**config.mk**
```make
export PLATFORM = sky130hd
export DESIGN_NAME = http_payload_pattern_replace_flat
export DESIGN_NICKNAME = d
export VERILOG_FILES = /design/src/rtl/hppr_pkg.sv /design/src/rtl/hppr_in_if.sv /design/src/rtl/hppr_out_if.sv /design/src/rtl/hppr_dp.sv /design/src/rtl/hppr_ctrl.sv /design/src/rtl/http_payload_pattern_replace.sv /design/src/flat_wrapper.sv
export SDC_FILE = /design/constraint.sdc
export NUM_CORES = 1
export LEC_CHECK = 0
export ABC_AREA = 1
export BUFFER_PORTS_ARGS = -buffer_cell sky130_fd_sc_hd__buf_2
export CORE_UTILIZATION = 33
export DETAILED_ROUTE_END_ITERATION = 8
export PLACE_DENSITY = 0.47
export RECOVER_POWER = 25
export SLEW_MARGIN = 10
export SYNTH_ARGS = -nofsm -noshare
export SYNTH_HDL_FRONTEND = slang
export SYNTH_SLANG_ARGS = --single-unit
```
**constraint.sdc**
```tcl
create_clock -name clk -period 3.8 [get_ports clk]
set_clock_uncertainty 0.2 [all_clocks]
set_input_delay 0.76 -clock clk [delete_from_list [all_inputs] [get_ports clk]]
set_output_delay 0.76 -clock clk [all_outputs]
set_load 0.02 [all_outputs]
```
**src/rtl/hppr_pkg.sv**
```systemverilog
// Package: shared types and constants of the HTTP payload pattern replacer.
package hppr_pkg;

  localparam int CFG_W     = 64;
  localparam int LEN_W     = 4;
  localparam int CFG_IDX_W = 2;

  // Configuration register indexes
  localparam logic [CFG_IDX_W-1:0] CFG_TARGET_PATTERN      = 2'd0;
  localparam logic [CFG_IDX_W-1:0] CFG_TARGET_LENGTH       = 2'd1;
  localparam logic [CFG_IDX_W-1:0] CFG_REPLACEMENT_PATTERN = 2'd2;
  localparam logic [CFG_IDX_W-1:0] CFG_REPLACEMENT_LENGTH  = 2'd3;

  // Reset values: "curl/" and "Mozilla/", byte 0 in the low bits
  localparam logic [CFG_W-1:0] TARGET_PATTERN_RST      = 64'h0000_002F_6C72_7563;
  localparam logic [LEN_W-1:0] TARGET_LENGTH_RST       = 4'd5;
  localparam logic [CFG_W-1:0] REPLACEMENT_PATTERN_RST = 64'h2F61_6C6C_697A_6F4D;
  localparam logic [LEN_W-1:0] REPLACEMENT_LENGTH_RST  = 4'd8;

  localparam logic [LEN_W-1:0] MIN_TARGET_LEN  = 4'd4;
  localparam logic [LEN_W-1:0] MIN_REPLACE_LEN = 4'd1;

  // Byte position counter saturates here; the method is decided on that byte
  localparam logic [2:0] POS_SAT = 3'd4;

  // Method prefixes
  localparam logic [7:0] CH_A = 8'h41;
  localparam logic [7:0] CH_D = 8'h44;
  localparam logic [7:0] CH_E = 8'h45;
  localparam logic [7:0] CH_G = 8'h47;
  localparam logic [7:0] CH_H = 8'h48;
  localparam logic [7:0] CH_O = 8'h4F;
  localparam logic [7:0] CH_P = 8'h50;
  localparam logic [7:0] CH_S = 8'h53;
  localparam logic [7:0] CH_T = 8'h54;

  typedef enum logic [1:0] {
    METH_UNDECIDED = 2'd0,
    METH_REWRITE   = 2'd1,
    METH_PASS      = 2'd2
  } meth_t;

  typedef enum logic [1:0] {
    ST_ACCEPT,
    ST_REPL,
    ST_FLUSH
  } state_t;

  typedef struct packed {
    logic take;        // accept the input beat this cycle
    logic repl_step;   // load the next replacement byte
    logic flush_step;  // load the oldest window byte
  } cmd_t;

  typedef struct packed {
    logic slot_free;   // output register can take a beat
    logic match;       // beat on the input completes a pattern match
    logic last;        // beat on the input ends its payload
    logic repl_last;   // current replacement byte is the final one
    logic flush_last;  // one byte left in the window
  } status_t;

endpackage

```
**src/rtl/hppr_in_if.sv**
```systemverilog
// Interface: payload byte input channel.
interface hppr_in_if;
  logic       valid;
  logic       ready;
  logic [7:0] data_byte;
  logic       end_of_payload;
  logic       packet_ok;

  modport source (output valid, data_byte, end_of_payload, packet_ok, input ready);
  modport sink   (input valid, data_byte, end_of_payload, packet_ok, output ready);
endinterface

```
**src/rtl/hppr_out_if.sv**
```systemverilog
// Interface: rewritten byte output channel.
interface hppr_out_if;
  logic       valid;
  logic       ready;
  logic [7:0] out_byte;
  logic       out_end;
  logic       replaced_flag;

  modport source (output valid, out_byte, out_end, replaced_flag, input ready);
  modport sink   (input valid, out_byte, out_end, replaced_flag, output ready);
endinterface

```
**src/rtl/hppr_dp.sv**
```systemverilog
// Datapath: lookahead window, method detection, pattern compare and output register.
module hppr_dp #(
  parameter int MAX_PATTERN_BYTES = 8,
  parameter int MAX_REPLACE_BYTES = 8
) (
  input  logic                        clk,
  input  logic                        rst_n,
  input  hppr_pkg::cmd_t              cmd,
  output hppr_pkg::status_t           st,
  input  logic [7:0]                  data_byte,
  input  logic                        end_of_payload,
  input  logic                        packet_ok,
  input  logic [hppr_pkg::CFG_W-1:0]  target_pattern,
  input  logic [hppr_pkg::LEN_W-1:0]  target_length,
  input  logic [hppr_pkg::CFG_W-1:0]  replacement_pattern,
  input  logic [hppr_pkg::LEN_W-1:0]  replacement_length,
  input  logic                        out_ready,
  output logic                        out_valid,
  output logic [7:0]                  out_byte,
  output logic                        out_end,
  output logic                        replaced_flag
);

  localparam int FW = $clog2(MAX_PATTERN_BYTES + 1);
  localparam int KW = (MAX_REPLACE_BYTES > 1) ? $clog2(MAX_REPLACE_BYTES) : 1;

  logic [7:0]          window_r   [MAX_PATTERN_BYTES];
  logic [7:0]          window_nxt [MAX_PATTERN_BYTES];
  logic [7:0]          window_app [MAX_PATTERN_BYTES];
  logic [FW-1:0]       fill_r, fill_nxt;
  logic [2:0]          pos_r, pos_nxt;
  hppr_pkg::meth_t     meth_r, meth_nxt;
  logic                done_r, done_nxt;
  logic [FW-1:0]       tlen_r, tlen_nxt;
  logic                last_r, last_nxt;
  logic [KW-1:0]       k_r, k_nxt;
  logic                out_valid_r, out_valid_nxt;
  logic [7:0]          out_byte_r, out_byte_nxt;
  logic                out_end_r, out_end_nxt;
  logic                out_flag_r, out_flag_nxt;

  logic                    first;
  logic [hppr_pkg::LEN_W-1:0] tlen_cl, rlen_cl;
  logic [FW-1:0]           tlen_eff, fill_eff, fill_app;
  logic [2:0]              pos_new;
  hppr_pkg::meth_t         meth_eff, meth_new;
  logic                    done_eff, method_hit, pat_eq, full, match;
  logic [7:0]              repl_byte;
  logic                    load;

  always_comb begin
    first = (pos_r == 3'd0);

    if (target_length < hppr_pkg::MIN_TARGET_LEN) begin
      tlen_cl = hppr_pkg::MIN_TARGET_LEN;
    end else if (target_length > hppr_pkg::LEN_W'(MAX_PATTERN_BYTES)) begin
      tlen_cl = hppr_pkg::LEN_W'(MAX_PATTERN_BYTES);
    end else begin
      tlen_cl = target_length;
    end
    if (replacement_length < hppr_pkg::MIN_REPLACE_LEN) begin
      rlen_cl = hppr_pkg::MIN_REPLACE_LEN;
    end else if (replacement_length > hppr_pkg::LEN_W'(MAX_REPLACE_BYTES)) begin
      rlen_cl = hppr_pkg::LEN_W'(MAX_REPLACE_BYTES);
    end else begin
      rlen_cl = replacement_length;
    end

    // A payload's first byte restarts the per-payload state
    tlen_eff = first ? FW'(tlen_cl) : tlen_r;
    fill_eff = first ? '0 : fill_r;
    meth_eff = first ? (packet_ok ? hppr_pkg::METH_UNDECIDED : hppr_pkg::METH_PASS) : meth_r;
    done_eff = first ? 1'b0 : done_r;

    for (int i = 0; i < MAX_PATTERN_BYTES; i++) begin
      window_app[i] = (FW'(i) == fill_eff) ? data_byte : window_r[i];
    end
    fill_app = fill_eff + FW'(1);
    pos_new  = (pos_r < hppr_pkg::POS_SAT) ? pos_r + 3'd1 : pos_r;

    method_hit =
      (window_app[0] == hppr_pkg::CH_G && window_app[1] == hppr_pkg::CH_E &&
       window_app[2] == hppr_pkg::CH_T) ||
      (window_app[0] == hppr_pkg::CH_P && window_app[1] == hppr_pkg::CH_O &&
       window_app[2] == hppr_pkg::CH_S && window_app[3] == hppr_pkg::CH_T) ||
      (window_app[0] == hppr_pkg::CH_H && window_app[1] == hppr_pkg::CH_E &&
       window_app[2] == hppr_pkg::CH_A && window_app[3] == hppr_pkg::CH_D);

    if (meth_eff == hppr_pkg::METH_UNDECIDED && pos_new == hppr_pkg::POS_SAT) begin
      meth_new = method_hit ? hppr_pkg::METH_REWRITE : hppr_pkg::METH_PASS;
    end else begin
      meth_new = meth_eff;
    end

    pat_eq = 1'b1;
    for (int i = 0; i < MAX_PATTERN_BYTES; i++) begin
      if (FW'(i) < tlen_eff && window_app[i] != target_pattern[8*i +: 8]) begin
        pat_eq = 1'b0;
      end
    end
    full  = (fill_app == tlen_eff);
    match = (meth_new == hppr_pkg::METH_REWRITE) && !done_eff && full && pat_eq;

    repl_byte = replacement_pattern[7:0];
    for (int i = 0; i < MAX_REPLACE_BYTES; i++) begin
      if (k_r == KW'(i)) begin
        repl_byte = replacement_pattern[8*i +: 8];
      end
    end

    st.slot_free  = !out_valid_r || out_ready;
    st.match      = match;
    st.last       = end_of_payload;
    st.repl_last  = (k_r == KW'(rlen_cl - hppr_pkg::LEN_W'(1)));
    st.flush_last = (fill_r == FW'(1));
  end

  always_comb begin
    window_nxt   = window_r;
    fill_nxt     = fill_r;
    pos_nxt      = pos_r;
    meth_nxt     = meth_r;
    done_nxt     = done_r;
    tlen_nxt     = tlen_r;
    last_nxt     = last_r;
    k_nxt        = k_r;
    out_byte_nxt = out_byte_r;
    out_end_nxt  = out_end_r;
    out_flag_nxt = out_flag_r;
    load         = 1'b0;

    if (cmd.take) begin
      window_nxt = window_app;
      fill_nxt   = fill_app;
      pos_nxt    = end_of_payload ? 3'd0 : pos_new;
      meth_nxt   = meth_new;
      done_nxt   = done_eff;
      tlen_nxt   = tlen_eff;
      last_nxt   = end_of_payload;
      if (match) begin
        // drop the matched window, replacement bytes follow
        fill_nxt = '0;
        done_nxt = 1'b1;
        k_nxt    = '0;
      end else if (!end_of_payload && full) begin
        // window full: emit its oldest byte right away
        load         = 1'b1;
        out_byte_nxt = window_app[0];
        out_end_nxt  = 1'b0;
        out_flag_nxt = 1'b0;
        for (int i = 0; i < MAX_PATTERN_BYTES - 1; i++) begin
          window_nxt[i] = window_app[i+1];
        end
        fill_nxt = fill_app - FW'(1);
      end
    end else if (cmd.repl_step) begin
      load         = 1'b1;
      out_byte_nxt = repl_byte;
      out_end_nxt  = last_r && st.repl_last;
      out_flag_nxt = last_r && st.repl_last;
      k_nxt        = k_r + KW'(1);
    end else if (cmd.flush_step) begin
      load         = 1'b1;
      out_byte_nxt = window_r[0];
      out_end_nxt  = st.flush_last;
      out_flag_nxt = st.flush_last && done_r;
      for (int i = 0; i < MAX_PATTERN_BYTES - 1; i++) begin
        window_nxt[i] = window_r[i+1];
      end
      fill_nxt = fill_r - FW'(1);
    end

    out_valid_nxt = load ? 1'b1 : (out_ready ? 1'b0 : out_valid_r);
  end

  always_ff @(posedge clk) begin
    if (!rst_n) begin
      fill_r      <= '0;
      pos_r       <= '0;
      meth_r      <= hppr_pkg::METH_UNDECIDED;
      done_r      <= 1'b0;
      tlen_r      <= FW'(hppr_pkg::TARGET_LENGTH_RST);
      last_r      <= 1'b0;
      out_valid_r <= 1'b0;
    end else begin
      fill_r      <= fill_nxt;
      pos_r       <= pos_nxt;
      meth_r      <= meth_nxt;
      done_r      <= done_nxt;
      tlen_r      <= tlen_nxt;
      last_r      <= last_nxt;
      out_valid_r <= out_valid_nxt;
    end
  end

  always_ff @(posedge clk) begin
    window_r   <= window_nxt;
    k_r        <= k_nxt;
    out_byte_r <= out_byte_nxt;
    out_end_r  <= out_end_nxt;
    out_flag_r <= out_flag_nxt;
  end

  assign out_valid     = out_valid_r;
  assign out_byte      = out_byte_r;
  assign out_end       = out_end_r;
  assign replaced_flag = out_flag_r;

  a_flush_nonempty: assert property (@(posedge clk) disable iff (!rst_n)
    cmd.flush_step |-> fill_r != '0)
    else $error("flush step with an empty window");

  a_flag_only_on_end: assert property (@(posedge clk) disable iff (!rst_n)
    (out_valid_r && !out_end_r) |-> !out_flag_r)
    else $error("replaced flag on a beat that does not end the payload");

  a_match_clears_window: assert property (@(posedge clk) disable iff (!rst_n)
    (cmd.take && match) |=> (done_r && fill_r == '0))
    else $error("match did not clear the window and mark the replacement");

endmodule

```
**src/rtl/hppr_ctrl.sv**
```systemverilog
// Controller: sequences accept, replacement burst and end-of-payload flush.
module hppr_ctrl (
  input  logic              clk,
  input  logic              rst_n,
  input  logic              in_valid,
  output logic              in_ready,
  input  hppr_pkg::status_t st,
  output hppr_pkg::cmd_t    cmd
);

  hppr_pkg::state_t state_r, state_nxt;

  always_ff @(posedge clk) begin
    if (!rst_n) begin
      state_r <= hppr_pkg::ST_ACCEPT;
    end else begin
      state_r <= state_nxt;
    end
  end

  always_comb begin
    state_nxt      = state_r;
    in_ready       = 1'b0;
    cmd.take       = 1'b0;
    cmd.repl_step  = 1'b0;
    cmd.flush_step = 1'b0;
    case (state_r)
      hppr_pkg::ST_ACCEPT: begin
        in_ready = st.slot_free;
        cmd.take = in_valid && st.slot_free;
        if (cmd.take) begin
          if (st.match) begin
            state_nxt = hppr_pkg::ST_REPL;
          end else if (st.last) begin
            state_nxt = hppr_pkg::ST_FLUSH;
          end
        end
      end
      hppr_pkg::ST_REPL: begin
        cmd.repl_step = st.slot_free;
        if (st.slot_free && st.repl_last) begin
          state_nxt = hppr_pkg::ST_ACCEPT;
        end
      end
      hppr_pkg::ST_FLUSH: begin
        cmd.flush_step = st.slot_free;
        if (st.slot_free && st.flush_last) begin
          state_nxt = hppr_pkg::ST_ACCEPT;
        end
      end
      default: begin
        state_nxt = hppr_pkg::ST_ACCEPT;
      end
    endcase
  end

  a_match_to_repl: assert property (@(posedge clk) disable iff (!rst_n)
    (cmd.take && st.match) |=> state_r == hppr_pkg::ST_REPL)
    else $error("match did not start the replacement burst");

  a_flush_exit: assert property (@(posedge clk) disable iff (!rst_n)
    (state_r == hppr_pkg::ST_FLUSH && st.slot_free && st.flush_last)
      |=> state_r == hppr_pkg::ST_ACCEPT)
    else $error("flush did not return to accept after the final byte");

endmodule

```
**src/rtl/http_payload_pattern_replace.sv**
```systemverilog
// Top level: HTTP payload find-and-replace with configuration registers.
//
//  channel   dir  handshake        payload
//  in_chan   in   valid/ready      data_byte, end_of_payload, packet_ok
//  out_chan  out  valid/ready      out_byte, out_end, replaced_flag
//  cfg_*     in   cfg_we only      cfg_index, cfg_data
//
// One input byte per cycle while no burst is running; the oldest window byte
// leaves through the output register in the same cycle the new byte enters.
// A match holds the input off during the replacement burst; a payload end
// holds it while the window's bytes, up to the pattern length, go out.
// The controller runs both bursts, one byte a cycle unless stalled.
// Reset (rst_n low, synchronous) restores the default pattern "curl/" and
// replacement "Mozilla/" and empties the output register; no clearing pass.
// A stalled output register holds the input off; all output comes from it.
module http_payload_pattern_replace #(
  parameter int MAX_PATTERN_BYTES = 8,
  parameter int MAX_REPLACE_BYTES = 8
) (
  input  logic                           clk,
  input  logic                           rst_n,
  hppr_in_if.sink                        in_chan,
  hppr_out_if.source                     out_chan,
  input  logic                           cfg_we,
  input  logic [hppr_pkg::CFG_IDX_W-1:0] cfg_index,
  input  logic [hppr_pkg::CFG_W-1:0]     cfg_data
);

  logic [hppr_pkg::CFG_W-1:0] target_pattern_r, target_pattern_nxt;
  logic [hppr_pkg::LEN_W-1:0] target_length_r, target_length_nxt;
  logic [hppr_pkg::CFG_W-1:0] replacement_pattern_r, replacement_pattern_nxt;
  logic [hppr_pkg::LEN_W-1:0] replacement_length_r, replacement_length_nxt;

  hppr_pkg::cmd_t    cmd;
  hppr_pkg::status_t st;

  // Register file: lengths keep the low nibble, patterns the full word
  always_comb begin
    target_pattern_nxt      = target_pattern_r;
    target_length_nxt       = target_length_r;
    replacement_pattern_nxt = replacement_pattern_r;
    replacement_length_nxt  = replacement_length_r;
    if (cfg_we) begin
      case (cfg_index)
        hppr_pkg::CFG_TARGET_PATTERN:      target_pattern_nxt      = cfg_data;
        hppr_pkg::CFG_TARGET_LENGTH:       target_length_nxt       =
                                             cfg_data[hppr_pkg::LEN_W-1:0];
        hppr_pkg::CFG_REPLACEMENT_PATTERN: replacement_pattern_nxt = cfg_data;
        hppr_pkg::CFG_REPLACEMENT_LENGTH:  replacement_length_nxt  =
                                             cfg_data[hppr_pkg::LEN_W-1:0];
        default: begin
        end
      endcase
    end
  end

  always_ff @(posedge clk) begin
    if (!rst_n) begin
      target_pattern_r      <= hppr_pkg::TARGET_PATTERN_RST;
      target_length_r       <= hppr_pkg::TARGET_LENGTH_RST;
      replacement_pattern_r <= hppr_pkg::REPLACEMENT_PATTERN_RST;
      replacement_length_r  <= hppr_pkg::REPLACEMENT_LENGTH_RST;
    end else begin
      target_pattern_r      <= target_pattern_nxt;
      target_length_r       <= target_length_nxt;
      replacement_pattern_r <= replacement_pattern_nxt;
      replacement_length_r  <= replacement_length_nxt;
    end
  end

  // Controller: decides which beat moves each cycle
  hppr_ctrl u_ctrl (
    .clk      (clk),
    .rst_n    (rst_n),
    .in_valid (in_chan.valid),
    .in_ready (in_chan.ready),
    .st       (st),
    .cmd      (cmd)
  );

  // Datapath: window, compare and output register
  hppr_dp #(
    .MAX_PATTERN_BYTES (MAX_PATTERN_BYTES),
    .MAX_REPLACE_BYTES (MAX_REPLACE_BYTES)
  ) u_dp (
    .clk                 (clk),
    .rst_n               (rst_n),
    .cmd                 (cmd),
    .st                  (st),
    .data_byte           (in_chan.data_byte),
    .end_of_payload      (in_chan.end_of_payload),
    .packet_ok           (in_chan.packet_ok),
    .target_pattern      (target_pattern_r),
    .target_length       (target_length_r),
    .replacement_pattern (replacement_pattern_r),
    .replacement_length  (replacement_length_r),
    .out_ready           (out_chan.ready),
    .out_valid           (out_chan.valid),
    .out_byte            (out_chan.out_byte),
    .out_end             (out_chan.out_end),
    .replaced_flag       (out_chan.replaced_flag)
  );

endmodule

```
**src/flat_wrapper.sv**
```systemverilog
// flat-port wrapper written by rule: the top's interface ports become plain ports
module http_payload_pattern_replace_flat 
#(
  parameter int MAX_PATTERN_BYTES = 8,
  parameter int MAX_REPLACE_BYTES = 8
)
  (clk, rst_n, cfg_we, cfg_index, cfg_data, in_chan_valid, in_chan_data_byte, in_chan_end_of_payload, in_chan_packet_ok, in_chan_ready, out_chan_valid, out_chan_out_byte, out_chan_out_end, out_chan_replaced_flag, out_chan_ready);
  hppr_in_if in_chan_i ();
  hppr_out_if out_chan_i ();
  input  logic clk;
  input  logic rst_n;
  input  logic cfg_we;
  input  logic [hppr_pkg::CFG_IDX_W-1:0] cfg_index;
  input  logic [hppr_pkg::CFG_W-1:0] cfg_data;
  input wire logic [$bits(in_chan_i.valid)-1:0] in_chan_valid;
  input wire logic [$bits(in_chan_i.data_byte)-1:0] in_chan_data_byte;
  input wire logic [$bits(in_chan_i.end_of_payload)-1:0] in_chan_end_of_payload;
  input wire logic [$bits(in_chan_i.packet_ok)-1:0] in_chan_packet_ok;
  output wire logic [$bits(in_chan_i.ready)-1:0] in_chan_ready;
  output wire logic [$bits(out_chan_i.valid)-1:0] out_chan_valid;
  output wire logic [$bits(out_chan_i.out_byte)-1:0] out_chan_out_byte;
  output wire logic [$bits(out_chan_i.out_end)-1:0] out_chan_out_end;
  output wire logic [$bits(out_chan_i.replaced_flag)-1:0] out_chan_replaced_flag;
  input wire logic [$bits(out_chan_i.ready)-1:0] out_chan_ready;
  assign in_chan_i.valid = in_chan_valid;
  assign in_chan_i.data_byte = in_chan_data_byte;
  assign in_chan_i.end_of_payload = in_chan_end_of_payload;
  assign in_chan_i.packet_ok = in_chan_packet_ok;
  assign in_chan_ready = in_chan_i.ready;
  assign out_chan_valid = out_chan_i.valid;
  assign out_chan_out_byte = out_chan_i.out_byte;
  assign out_chan_out_end = out_chan_i.out_end;
  assign out_chan_replaced_flag = out_chan_i.replaced_flag;
  assign out_chan_i.ready = out_chan_ready;
  http_payload_pattern_replace #(.MAX_PATTERN_BYTES(MAX_PATTERN_BYTES), .MAX_REPLACE_BYTES(MAX_REPLACE_BYTES)) u_core (.clk(clk), .rst_n(rst_n), .in_chan(in_chan_i), .out_chan(out_chan_i), .cfg_we(cfg_we), .cfg_index(cfg_index), .cfg_data(cfg_data));
endmodule
```
# After elaboration in Yosys (flattened, before gate mapping)
# Index checks and enable logic that the tools add are counted.
# word_totals
reg_bits	231
latch_bits	0
ram_bits	0
rom_bits	0
out_inout_bits	12
word_cells	222
memories	0
# op_classes
add_sub_neg	6
multipliers	0
n_div	0
order_cmp	13
n_eq_ne	50
shifts	0
n_mux	80
bitwise	0
n_reduce_logical	49
# op_table
operator	n
56-bit 2-to-1 mux	5
8-bit 2-to-1 mux	20
8-bit by 7-bit == test with 1-bit output, second input constant	10
8-bit != test	8
4-bit 2-to-1 mux	9
1-bit 2-to-1 mux	29
1-bit logical AND	26
3-bit 2-to-1 mux	7
2-bit 2-to-1 mux	9
3-bit by 4-bit == test with 1-bit output, first input constant	4
3-bit by 4-bit < comparator with 1-bit output, first input constant	4
3-bit == test, second input constant	5
2-bit != test, second input constant	6
2-bit AND reduction	6
2-bit by 4-bit == test with 1-bit output, first input constant	2
4-bit greater-than comparator, second input constant	2
1-bit by 4-bit < comparator with 1-bit output, first input constant	2
2-bit by 4-bit < comparator with 1-bit output, first input constant	2
4-bit by 1-bit subtractor with 4-bit output, second input constant	2
3-bit by 1-bit adder with 3-bit output, second input constant	2
2-bit by 1-bit == test with 1-bit output, second input constant	3
2-bit == test, second input constant	3
3-bit by 2-bit == test with 1-bit output, second input constant	2
2-bit zero test	3
21 further kinds	27

# Depth between registers and ports, before layout
# Gate-level depths: netlist of run 1.
# depth
ltp_word	19
depth_mapped	28

# Hierarchy
# Synthesis of run 1 repeated with hierarchy kept, for this count alone.
# hier_totals
cells_unflattened	2209
hier_area_um2	14302.5
# modules_own_cells
module	n_inst	cells_each	area_each_um2
hppr_dp	1	1414	8663.3
http_payload_pattern_replace	1	765	5484.0
hppr_ctrl	1	30	155.1

# Worst setup path before layout of run 1
# Ideal clock, no wire load.
# synth_timing
path_type	reg2reg
from	register u_core.u_dp.pos_r[0]
to	register u_core.u_dp.out_byte_r[0], in the netlist u_core.u_dp.out_byte[0], enable pin
setup_ps	315
t_arrival_ps	3091
setup_slack_ps	195
path_stages_with_launch	20
path_buffers	2
cell_sequence	dfxtp_1 > inv_1 > ha_1 > nand2_2 > inv_2 > nor2_1 > ha_1 > clkbuf_1 > buf_1 > nand3_1 > nand2_1 > nand3_1 > nor4_1 > nand2_1 > nand2_1 > nand3_1 > nor2_2 > nand2_4 > nand3_1 > nand2_1
# synth_between
elab_chain_cells	18
word_cells_on_any_way	92
cone_classes	add/sub: 2; order compare: 9; eq/ne: 30; mux: 23; reduce/logical: 28
# synth_rtl
item	line_no	text
start: declaration	hppr_dp.sv:31	logic [2:0] pos_r, pos_nxt;
start signal: assignment	hppr_dp.sv:187	pos_r <= pos_nxt;
branches (longest 17 deep; another with 8-bit 2-to-1 mux)	-	
3-bit AND reduction (no line) *	-	
end signal: assignment	hppr_dp.sv:199	out_byte_r <= out_byte_nxt;
end: declaration	hppr_dp.sv:38	logic [7:0] out_byte_r, out_byte_nxt;
# Every way passes the cells marked *.
# A chain may end at the register's enable or synchronous reset.

==> impl_results.md, run 1 <==
- Synthesized instance count: approximately 2000
- Max Fanout on Critical Path: 6
- Maximum achievable frequency: approximately 270 MHz
- Top cell by count, worst path: sky130_fd_sc_hd__nand2_1
- Post-CTS Hold Fix Bufs: 0
- Design Power: just under 0.009 W
- Max capacitance violation total: 1
- Average vias per placed instance: around 5.1
- Routed Wire Length: about 56 mm
- Global-route wire length before repair: between 80 and 90 mm
- Number of top-level design ports: 93
- Number of distinct standard cells referenced by the synthesized netlist: 39
- Clock latency at the later pin of the worst-skew pair: slightly below 0.6 ns
- Total power divided by cell area: 496 nW/um^2
- CTS root buffer: sky130_fd_sc_hd__clkbuf_16
- Fill cell count: around 4200
- Max transition margin: -58.5%
- Post-detailed-placement half-perimeter wirelength: between 40 and 50 mm
- Longest Clk Path Bufs: 3
- Netlist area before placement: about 13000 um^2
- Worst Setup End Kind: flip-flop
- Count of final max-slew check failures: 61
- Layout Area Growth over Synthesis: 30.1%
- Top delay family on crit path: simple AND/OR/NAND/NOR gates
- Yosys warns: 0
- Leading register cell type out of synthesis: sky130_fd_sc_hd__dfxtp_1
- Synthesized area divided by synthesized cell count: 6.62 um^2
- Area of the core: between 40000 and 50000 um^2
- Die W: 204 um
- Status: finished with violations
- Number of register bits inferred by synthesis: 231
- Share of synthesized area occupied by flip-flops and latches: between 40% and 50%
- Maximum resistive drop on vdd: 0.322 mV
- Worst path buffer plus inverter count: 6
- Number of global-route vias before repair: 13700
- Post-route DRC: 0
- Pin slew with the least headroom to its limit: approximately 2.4 ns
- Data arrival at the endpoint of the critical path: between 3 and 4 ns
- Clock tree from TritonCTS: done
- Number of routed nets with antenna violations: 0
- Share of cells above drive strength 1: 20.6%
- Vias after detailed routing: 14500
- Clock tree sinks: 231
- TritonCTS Buffers: 30
- Cell at the slowest stage of the critical path: sky130_fd_sc_hd__dfxtp_2
- Synthesized net count: approximately 2100
- Nets: around 2400
- Routed WL per cell: around 20 um
- Port bufs: 92
- Leak: ~8.5 nW
- Proportion of synthesized flip-flops having asynchronous set or reset: 0%
- Startpoint type of the worst setup path: flip-flop
- Post-layout util: a little over two fifths
- Initial core utilization: between 30% and 40%
- Die height: a little over 200 um
- Maximum number of pins on one net before global-route repair: 65
- Biggest cell delay along the critical path: 0.32 ns
- Most used cells in the layout excluding fill and tap cells: sky130_fd_sc_hd__nand2_1, sky130_fd_sc_hd__nand3_1, sky130_fd_sc_hd__buf_4, sky130_fd_sc_hd__inv_1, sky130_fd_sc_hd__nor2_1
- Antenna violations before repair: 0
- Required time at the endpoint of the critical path: about 3.9 ns
- Number of core rows: 73
- Number of detailed-route iterations in the first pass: 6
- Post-layout minimum cycle time: roughly 3.7 ns
- Die Outline Area: roughly 42000 um^2
- Most frequent standard cell in the layout excluding fill and tap cells: sky130_fd_sc_hd__nand2_1
- Class of the worst hold path: primary input to flip-flop
- Reg clk slew, reported paths: about 0.06 ns
- 1st-iter DRT viols: ~1400
- Final GP Congestion: 0.930
- Final hold violations: 0
- Fin crit share: between 90% and 100%
- H-Tree Depth: 1
- EDFF count, synth: 77
- Setup-failing EPs final: 0
- Worst setup path class: flip-flop to flip-flop
- Violations in the final reports: capacitance limit, slew limit
- Gr ovfl total: 0
- Antenna Diode Count: 0
- Global-route usage over all layers: 26.4%
-- kinds of logic (layout without fill, tap and decap cells) --
family,count (synthesis),in the layout,synth area share [%]
simple gates,1231,1233,38.5
flops,231,231,40.0
xor+xnor,8,8,0.520
compound gates,241,241,9.88
fa+ha+maj,15,15,1.39
mux,8,8,0.594
buf+inv,301,580,9.08
-- report_power, final --
group | internal, W | leakage [nW] | switching [W]
sequential | 0.00291 | 2.02 | 0.000185
clock | 0.00175 | 0.506 | 0.00120
combinational | 0.00106 | 6.01 | 0.00160
total | 0.00572 | 8.53 | 0.00299
-- layer usage --
layer,GRT usage (%),wire length (um),part of all wire [%],vias to the layer above
met5,0,0,0,-
met4,6.64,1310,2.3,0
met3,4.19,3840,6.9,74
met2,42.0,25300,45,456
met1,36.9,25300,45,6789
li1,-,-,-,7139
-- worst min-delay path, delay by kind of cell --
kind | cells | cell delay [ns]
AND/OR/NAND/NOR | 2 | 0.11
buffers and inverters | 1 | 0.09
-- layout make-up --
| cell class | instances | area [um^2] | share of cell area (%) |
|---|---|---|---|
| Multi-Input combinational cell | 1505 | 7240 | 41.3 |
| Clock inverter | 12 | 110 | 0.628 |
| Inverter | 201 | 761 | 4.34 |
| Tap cell | 525 | 657 | 3.75 |
| Sequential cell | 231 | 5400 | 30.8 |
| Clock buffer | 43 | 915 | 5.22 |
| Timing Repair Buffer | 324 | 2460 | 14.0 |
-- synth_stat cells, types with 2 or more instances --
library cell,count,area (um^2)
sky130_fd_sc_hd__nand2_1,716,2690
sky130_fd_sc_hd__nand3_1,284,1420
sky130_fd_sc_hd__inv_1,189,709
sky130_fd_sc_hd__nor2_1,178,668
sky130_fd_sc_hd__dfxtp_1,154,3080
sky130_fd_sc_hd__o21ai_0,124,621
sky130_fd_sc_hd__edfxtp_1,77,2310
sky130_fd_sc_hd__clkbuf_1,63,236
sky130_fd_sc_hd__a21oi_1,56,280
sky130_fd_sc_hd__o211ai_1,36,270
sky130_fd_sc_hd__buf_2,18,90.1
sky130_fd_sc_hd__nand3b_1,16,120
sky130_fd_sc_hd__ha_1,15,188
sky130_fd_sc_hd__nand4_1,13,81.3
sky130_fd_sc_hd__a31oi_1,11,68.8
sky130_fd_sc_hd__inv_2,10,37.5
sky130_fd_sc_hd__buf_1,8,30.0
sky130_fd_sc_hd__buf_6,8,90.1
sky130_fd_sc_hd__mux2i_1,8,80.1
sky130_fd_sc_hd__nand2_2,7,43.8
sky130_fd_sc_hd__o21ai_1,7,35.0
sky130_fd_sc_hd__xor2_1,5,43.8
sky130_fd_sc_hd__a211oi_1,4,30.0
sky130_fd_sc_hd__buf_4,3,22.5
sky130_fd_sc_hd__nand2_4,3,33.8
sky130_fd_sc_hd__nand4_2,3,37.5
sky130_fd_sc_hd__xnor2_1,3,26.3
sky130_fd_sc_hd__clkinv_1,2,7.51
sky130_fd_sc_hd__nor2_2,2,12.5
sky130_fd_sc_hd__nor3_1,2,10.0
sky130_fd_sc_hd__nor4_1,2,12.5
-- sequential cells by signal, indices dropped and copies added, names as in the netlist, 4 cells and up --
register / count
u_core.replacement_pattern_r: 64
u_core.u_dp.tlen_r: 4
u_core.replacement_length_r: 4
u_core.u_dp.fill_r: 4
u_core.target_pattern_r: 64
u_core.target_length_r: 4
u_core.u_dp.out_byte: 8
u_core.u_dp.window_r: 64
-- path summary, 6_finish.rpt --
path / slack [ns] / end / depth (start not counted) / start
setup reg to reg: 0.13 / u_core.u_dp.window_r[11] / 25 / u_core.u_dp.pos_r[0]
hold / removal: 0.20 / u_core.replacement_pattern_r[42] / 3 / cfg_data[42]
hold reg to reg: 0.26 / u_core.replacement_length_r[0] / 2 / u_core.replacement_length_r[0]
setup / recovery: 0.13 / u_core.u_dp.window_r[11] / 25 / u_core.u_dp.pos_r[0]
-- what timing repair did --
action / in CTS / in global routing
hold endpoints to repair: 0 / 0
endpoints found under the setup margin: 74 / 76
gates resized for setup: 32 / 77
gates cloned: 0 / 7
setup buffers: 1 / 2
pin swaps: 6 / 21
-- metrics by stage --
stage          instances  worst slack (ns)  setup TNS [ns]  instance area [um^2]  hold WS, ns
2_1_floorplan       2035             0.195               0                 13500        0.224
3_3_place_gp        2776            -0.253           -9.06                 16000        0.237
3_5_place_dp        2776            -0.230          -12.69                 16000        0.243
4_1_cts             2832           -0.0101         -0.0101                 17200        0.188
5_1_grt             2841           -0.0451           -1.32                 17500        0.205
6_report            2841             0.127               0                 17500        0.200
Note: power is estimated with default switching activity, not from simulation.
==> inputs of run 2 (changes only) <==
--- a/config.mk
+++ b/config.mk
@@ -9,7 +9,7 @@
 export BUFFER_PORTS_ARGS = -buffer_cell sky130_fd_sc_hd__buf_2
 export CORE_UTILIZATION = 33
 export DETAILED_ROUTE_END_ITERATION = 8
-export PLACE_DENSITY = 0.47
+export PLACE_DENSITY = 0.46
 export RECOVER_POWER = 25
 export SLEW_MARGIN = 10
 export SYNTH_ARGS = -nofsm -noshare
==> constraint.sdc (replaced) <==
create_clock -name clk -period 3.78 [get_ports clk]
set_clock_uncertainty 0.2 [all_clocks]
set_input_delay 0.756 -clock clk [delete_from_list [all_inputs] [get_ports clk]]
set_output_delay 0.756 -clock clk [all_outputs]
set_load 0.02 [all_outputs]
==> run 2 against run 1 <==
Against the previous run:
- the flow still finishes with violations (capacitance limit, slew limit)
- combinational power barely moved
- worst hold slack improved by 0.012 ns
- setup slack got worse by 0.020 ns
- cell area fell by 0.13%
- critical path depth did not move
- cell count fell by 0.77%
- clock-buffer cell count fell by 7
- sequential share of layout area barely moved
- maximum frequency barely moved
- clock power fell by 5%
- core utilization fell by 0.056 points
- highest routed layer unchanged
==> impl_results.md, run 2 (synthesis gave the netlist of run 1 again) <==
- Status: finished with violations
- Violations in the final reports: capacitance limit, slew limit
- Area of the core: approximately 40000 um^2
- Post-route DRC: 0
- Routed WL per cell: 20.0 um
- Die Outline Area: around 42000 um^2
- Required time at the endpoint of the critical path: a little under 4 ns
- Pint: about 0.0056 W
- Pre-CTS setup slack: -0.338 ns
- Nets: around 2400
- Cell at the slowest stage of the critical path: sky130_fd_sc_hd__dfxtp_2
- Number of detailed-route iterations in the first pass: 7
- Critical Path Sink: u_core.u_dp.window_r[31]
- 1st-iter DRT viols: 1188
- Most used cells in the layout excluding fill and tap cells: sky130_fd_sc_hd__nand2_1, sky130_fd_sc_hd__nand3_1, sky130_fd_sc_hd__inv_1, sky130_fd_sc_hd__buf_4, sky130_fd_sc_hd__nor2_1
- Gr ovfl total: 0
- Vias after detailed routing: roughly 15000
- Share of cells above drive strength 1: about a fifth
- Worst setup path class: flip-flop to flip-flop
- Pin slew with the least headroom to its limit: 1.61 ns
- Total power divided by cell area: between 400 and 500 nW/um^2
- Clock tree sinks: about 230
- Most frequent standard cell in the layout excluding fill and tap cells: sky130_fd_sc_hd__nand2_1
- Count of final max-slew check failures: 36
- Number of routed nets with antenna violations: 0
- Sum of negative setup slack: 0 ns
- Leak: roughly 8.4 nW
- Biggest cell delay along the critical path: approximately 0.33 ns
- Port bufs: 92
- CTS root buffer: sky130_fd_sc_hd__clkbuf_16
- Critical path origin: u_core.u_dp.pos_r[1]
- Clock Power Share: between 30% and 40%
- Reg clk slew, reported paths: 0.06 ns
- Post-CTS Hold Fix Bufs: 0
- Global-route wire length before repair: between 80 and 90 mm
- Number of core rows: 73
- Max Fanout on Critical Path: 6
- Antenna Diode Count: 0
- Max transition margin: -7.27%
- Post-layout minimum cycle time: 3.67 ns
- Number of global-route vias before repair: 13500
- Final hold violations: 0
- Maximum achievable frequency: 272 MHz
- Number of top-level design ports: 93
- Routed Wire Length: 56.5 mm
- Maximum resistive drop on vdd: between 0.3 and 0.4 mV
- Path depth of the worst reg2reg path: 25
- Setup slack on the worst flop-to-flop path: ~0.11 ns
- Startpoint type of the worst setup path: flip-flop
- Reg2reg start: u_core.u_dp.pos_r[1]
- Clock latency at the later pin of the worst-skew pair: 0.57 ns
- Clock tree from TritonCTS: done
- Sw Share: between 30% and 40%
- Design Power: between 0.008 and 0.009 W
- Die W: 204 um
- Average vias per placed instance: slightly above 5
- R2r endpoint: u_core.u_dp.window_r[31]
- Top cell by count, worst path: sky130_fd_sc_hd__nor2_2
- Final GP Congestion: slightly above 0.9
- TritonCTS Buffers: 29
- Sequential Power Share: about 36%
- Global-route usage over all layers: a little over a quarter
- Layout Area Growth over Synthesis: 29.9%
- H-Tree Depth: 1
- Longest Clk Path Bufs: 3
- Number of cells traversed by the worst hold path: 3
- Final hold slack: approximately 0.21 ns
- Data arrival at the endpoint of the critical path: ~3.8 ns
- Antenna violations before repair: 2
- Initial core utilization: around a third
- Setup-failing EPs final: 0
- Logic gate share of total power: 31.1%
- Die height: 204 um
- Leading registers by flop count: u_core.replacement_pattern_r: 64 flops, u_core.target_pattern_r: 64 flops, u_core.u_dp.window_r: 64 flops
- Maximum number of pins on one net before global-route repair: 70
- Worst Setup End Kind: flip-flop
- Fin crit share: 97.2%
- Power dissipated by switching net loads: ~0.0030 W
- Final setup slack of the worst path: approximately 0.11 ns
- Max capacitance violation total: 1
- Class of the worst hold path: primary input to flip-flop
- Post-detailed-placement half-perimeter wirelength: between 40 and 50 mm
[run 2: changes by cell type in the layout (fill, tap and decap cells not counted), sizes merged]
cell	change
buf	-23
bufinv	+2
clkinvlp	+6
nand4	+1
clkbuf	-6
nand2	+2
inv	-4
[run 2: how the worst min path moves through the flow]
| stage | endpoint | startpoint | slack [ns] |
|---|---|---|---|
| final | u_core.replacement_pattern_r[9] | cfg_data[9] | 0.21 |
| after global routing | u_core.replacement_pattern_r[46] | cfg_data[46] | 0.22 |
| after CTS | u_core.replacement_pattern_r[9] | cfg_data[9] | 0.19 |
| after detailed placement | u_core.replacement_pattern_r[45] | u_core.replacement_pattern_r[45] | 0.24 |
| after global placement | u_core.replacement_pattern_r[46] | u_core.replacement_pattern_r[46] | 0.23 |
| after floorplan | u_core.replacement_pattern_r[42] | u_core.replacement_pattern_r[42] | 0.22 |
[run 2: per-layer routing]
| layer | wire [um] | vias to the layer above | track usage, % |
|---|---|---|---|
| li1 | - | 7104 | - |
| met3 | 3820 | 68 | 3.25 |
| met2 | 25400 | 478 | 42.7 |
| met4 | 1340 | 0 | 5.92 |
| met1 | 26000 | 6877 | 38.1 |
| met5 | 0 | - | 0 |
[run 2: layout make-up]
type / count / area (um^2)
fill: 4262 / 22500
multi-input combinational: 1508 / 7440
sequential: 231 / 5400
timing repair buffer: 302 / 2320
inverter: 201 / 763
clock buffer: 36 / 762
tap: 525 / 657
clock inverter: 15 / 166
timing repair inverter: 1 / 7.51
[run 2: power by group through the flow]
stage / combinational, W / clock [W] / sequential, W
detailed placement: 0.00245 / 0 / 0.00316
CTS: 0.00250 / 0.00286 / 0.00311
finish: 0.00267 / 0.00281 / 0.00311
global placement: 0.00244 / 0 / 0.00316
global route: 0.00296 / 0.00296 / 0.00314
floorplan: 0.00138 / 0 / 0.00309
[run 2: per-stage QoR]
stage	cell area [um^2]	utilization (%)	instances
after floorplan	13500	-	2035
after global placement	15800	39.6	2746
after detailed placement	15800	39.6	2746
after CTS	16900	42.3	2800
after global routing	17500	43.8	2819
final	17500	43.8	2819
[run 2: critical path, delay by kind of cell (launching register included)]
family | cells | cell delay [ns]
flip-flops | 1 | 0.33
AND/OR/NAND/NOR | 17 | 1.78
adder cells (fa/ha/maj) | 2 | 0.40
buffers and inverters | 6 | 0.71
[run 2: repair_timing]
action	in CTS	in global routing
hold endpoints to repair	0	0
setup endpoints to repair	74	76
pin swaps	1	46
cloned	1	8
gates resized for setup	36	113
buffers inserted	2	11
==> inputs of run 3 (changes only) <==
--- a/config.mk
+++ b/config.mk
@@ -7,7 +7,9 @@
 export LEC_CHECK = 0
 export ABC_AREA = 1
 export BUFFER_PORTS_ARGS = -buffer_cell sky130_fd_sc_hd__buf_2
+export CORE_ASPECT_RATIO = 0.5
 export CORE_UTILIZATION = 33
+export CTS_BUF_LIST = sky130_fd_sc_hd__clkbuf_2
 export DETAILED_ROUTE_END_ITERATION = 8
 export PLACE_DENSITY = 0.46
 export RECOVER_POWER = 25
@@ -15,3 +17,4 @@
 export SYNTH_ARGS = -nofsm -noshare
 export SYNTH_HDL_FRONTEND = slang
 export SYNTH_SLANG_ARGS = --single-unit
+export TNS_END_PERCENT = 50
==> run 3 against run 2 <==
Against the previous run:
- the flow finishes with violations (DRC)
- critical endpoint is now u_core.u_dp.window_r[38]
- highest routed layer unchanged
- clock power is 35% lower
- maximum frequency decreased by 1.4%
- cell count grew 4.2%
- wire length grew 4.8%
- via count grew 3.7%
- clock-buffer cell count grew 55
- core utilization is 1.2 points higher
- sequential power is essentially flat
==> impl_results.md, run 3 (synthesis gave the netlist of run 1 again) <==
- Maximum number of pins on one net before global-route repair: 90
- Global-route wire length before repair: ~85 mm
- Nets: about 2500
- Number of core rows: between 50 and 60
- Class of the worst hold path: primary input to flip-flop
- Maximum achievable frequency: around 270 MHz
- Violations in the final reports: DRC
- Post-layout util: between 40% and 50%
- Clock tree sinks: between 200 and 250
- Number of detailed-route iterations in the first pass: 8
- Data arrival at the endpoint of the critical path: 4.24 ns
- Post-layout minimum cycle time: about 3.7 ns
- Fin crit share: about 99%
- Worst Setup End Kind: flip-flop
- Max transition margin: about an eighth
- Routed Wire Length: 59.2 mm
- Total power divided by cell area: 434 nW/um^2
- Post-detailed-placement half-perimeter wirelength: ~42 mm
- Worst setup path class: flip-flop to flip-flop
- Area of the core: between 30000 and 40000 um^2
- H-Tree Depth: 2
- Max Fanout on Critical Path: 12
- Routed WL per cell: slightly above 20 um
- Number of routed nets with antenna violations: 0
- Most used cells in the layout excluding fill and tap cells: sky130_fd_sc_hd__nand2_1, sky130_fd_sc_hd__nand3_1, sky130_fd_sc_hd__inv_1, sky130_fd_sc_hd__buf_4, sky130_fd_sc_hd__nor2_1
- Most frequent standard cell in the layout excluding fill and tap cells: sky130_fd_sc_hd__nand2_1
- Longest Clk Path Bufs: 3
- Post-placement cell area: 15600 um^2
- Leak: around 8.6 nW
- Path depth of the worst reg2reg path: 24
- Global-route usage over all layers: approximately 27%
- TritonCTS Buffers: 57
- Pre-CTS setup slack: -0.210 ns
- Setup-failing EPs final: 0
- Number of cells traversed by the worst hold path: 4
- Required time at the endpoint of the critical path: about 4.3 ns
- Pin slew with the least headroom to its limit: ~1.3 ns
- Final setup slack of the worst path: roughly 0.055 ns
- Layout Area Growth over Synthesis: 32.1%
- Post-route DRC: 4
- Max capacitance violation total: 0
- Die W: 288 um
- Gr ovfl total: 0
- 1st-iter DRT viols: 1501
- Average vias per placed instance: approximately 5
- Initial core utilization: between 30 and 40%
- Maximum resistive drop on vdd: between 0.15 and 0.2 mV
- Port bufs: slightly above 90
- Status: finished with violations
- Final hold violations: 0
- Final GP Congestion: 0.932
- Antenna violations before repair: 7
- Area of combinational cells with multiple inputs: between 7000 and 8000 um^2
- Die height: 145 um
- Area occupied by registers: approximately 5400 um^2
- CTS root buffer: sky130_fd_sc_hd__clkbuf_2
- Sum of negative setup slack: 0 ns
- Number of top-level design ports: 93
- Setup slack on the worst flop-to-flop path: between 0.05 and 0.06 ns
- Leading registers by flop count: u_core.replacement_pattern_r: 64 flops, u_core.target_pattern_r: 64 flops, u_core.u_dp.window_r: 64 flops
- Share of cells above drive strength 1: between 20 and 25%
- Reg clk slew, reported paths: 0.11 ns
- Design Area, Final: 17800 um^2
- Startpoint type of the worst setup path: flip-flop
- Clock tree from TritonCTS: done
- Design Power: around 0.0077 W
- Die Outline Area: 41700 um^2
- Number of global-route vias before repair: 13400
- Fill cell count: around 4200
- Clock latency at the later pin of the worst-skew pair: a little over 1 ns
- Vias after detailed routing: ~15000
- Count of final max-slew check failures: 0
-- run 3: changes by cell type in the layout (fill, tap and decap cells not counted), sizes merged --
cell	previous run	this run
buf	293	279
bufinv	3	0
clkbuf	45	103
clkinv	7	11
clkinvlp	7	2
diode	0	1
dlygate4sd3	0	71
inv	200	201
nand2	731	729
nand4	17	19
-- run 3: through the flow --
stage,cells,hold WS [ns]
floorplan,2035,0.224
global placement,2727,0.235
detailed placement,2727,0.245
CTS,2903,0.0117
global route,2937,0.0692
finish,2937,0.0925
-- run 3: final cells by class --
type / count / area share (%)
clock inverter: 13 / 0.330
clock buffer: 91 / 2.56
multi-input combinational: 1508 / 42.0
timing repair buffer: 362 / 16.8
tap: 530 / 3.72
sequential: 231 / 30.3
antenna: 1 / 0.0141
inverter: 201 / 4.30
-- run 3: critical path: stages, from the launching register on --
cell and delay (ns):
sky130_fd_sc_hd__dfxtp_2 0.34, sky130_fd_sc_hd__inv_1 0.07, sky130_fd_sc_hd__ha_4 0.17, sky130_fd_sc_hd__nand2_4 0.08
sky130_fd_sc_hd__inv_6 0.05, sky130_fd_sc_hd__nor2_4 0.20, sky130_fd_sc_hd__buf_6 0.14, sky130_fd_sc_hd__ha_4 0.29
sky130_fd_sc_hd__buf_6 0.19, sky130_fd_sc_hd__nand3_1 0.10, sky130_fd_sc_hd__nand2_1 0.15, sky130_fd_sc_hd__nand2_2 0.10
sky130_fd_sc_hd__nor2_2 0.14, sky130_fd_sc_hd__nand3_2 0.12, sky130_fd_sc_hd__nor2_4 0.11, sky130_fd_sc_hd__nor2_1 0.07
sky130_fd_sc_hd__nand2_2 0.08, sky130_fd_sc_hd__nand3_2 0.08, sky130_fd_sc_hd__nor2_4 0.16, sky130_fd_sc_hd__nand2_8 0.11
sky130_fd_sc_hd__nand2_8 0.18, sky130_fd_sc_hd__buf_12 0.17, sky130_fd_sc_hd__nand2_1 0.05, sky130_fd_sc_hd__nand3_1 0.06
sky130_fd_sc_hd__nand2_1 0.06
-- run 3: what timing repair did --
action                                  in CTS  in global routing
setup buffers                                1                 21
endpoints found under the setup margin      70                 74
resized for setup                           14                142
pin swaps                                    1                 53
hold buffers                                71                  0
hold endpoints to repair                   125                  0
cloned                                       0                 12
-- run 3: worst paths after layout --
path                                           to                            start
setup reg to reg         u_core.u_dp.window_r[38]             u_core.u_dp.pos_r[0]
setup / recovery         u_core.u_dp.window_r[38]             u_core.u_dp.pos_r[0]
hold reg to reg   u_core.replacement_pattern_r[9]  u_core.replacement_pattern_r[9]
hold / removal           u_core.u_ctrl.state_r[1]                   out_chan_ready
-- run 3: metal layers --
metal  track usage (%)  share of wire (%)  vias to the layer above
met4              5.37                1.6                        0
met1              43.0                 49                     7045
met2              35.7                 39                      614
li1                  -                  -                     7321
met3              6.62                 10                       87
met5                 0                  0                        -
-- run 3: power by group --
| group | internal [W] | total (W) | switching, W | leakage (nW) |
|---|---|---|---|---|
| sequential | 0.00292 | 0.00310 | 0.000185 | 2.02 |
| combinational | 0.00110 | 0.00280 | 0.00170 | 6.21 |
| clock | 0.000638 | 0.00183 | 0.00119 | 0.402 |
| total | 0.00466 | 0.00774 | 0.00308 | 8.63 |
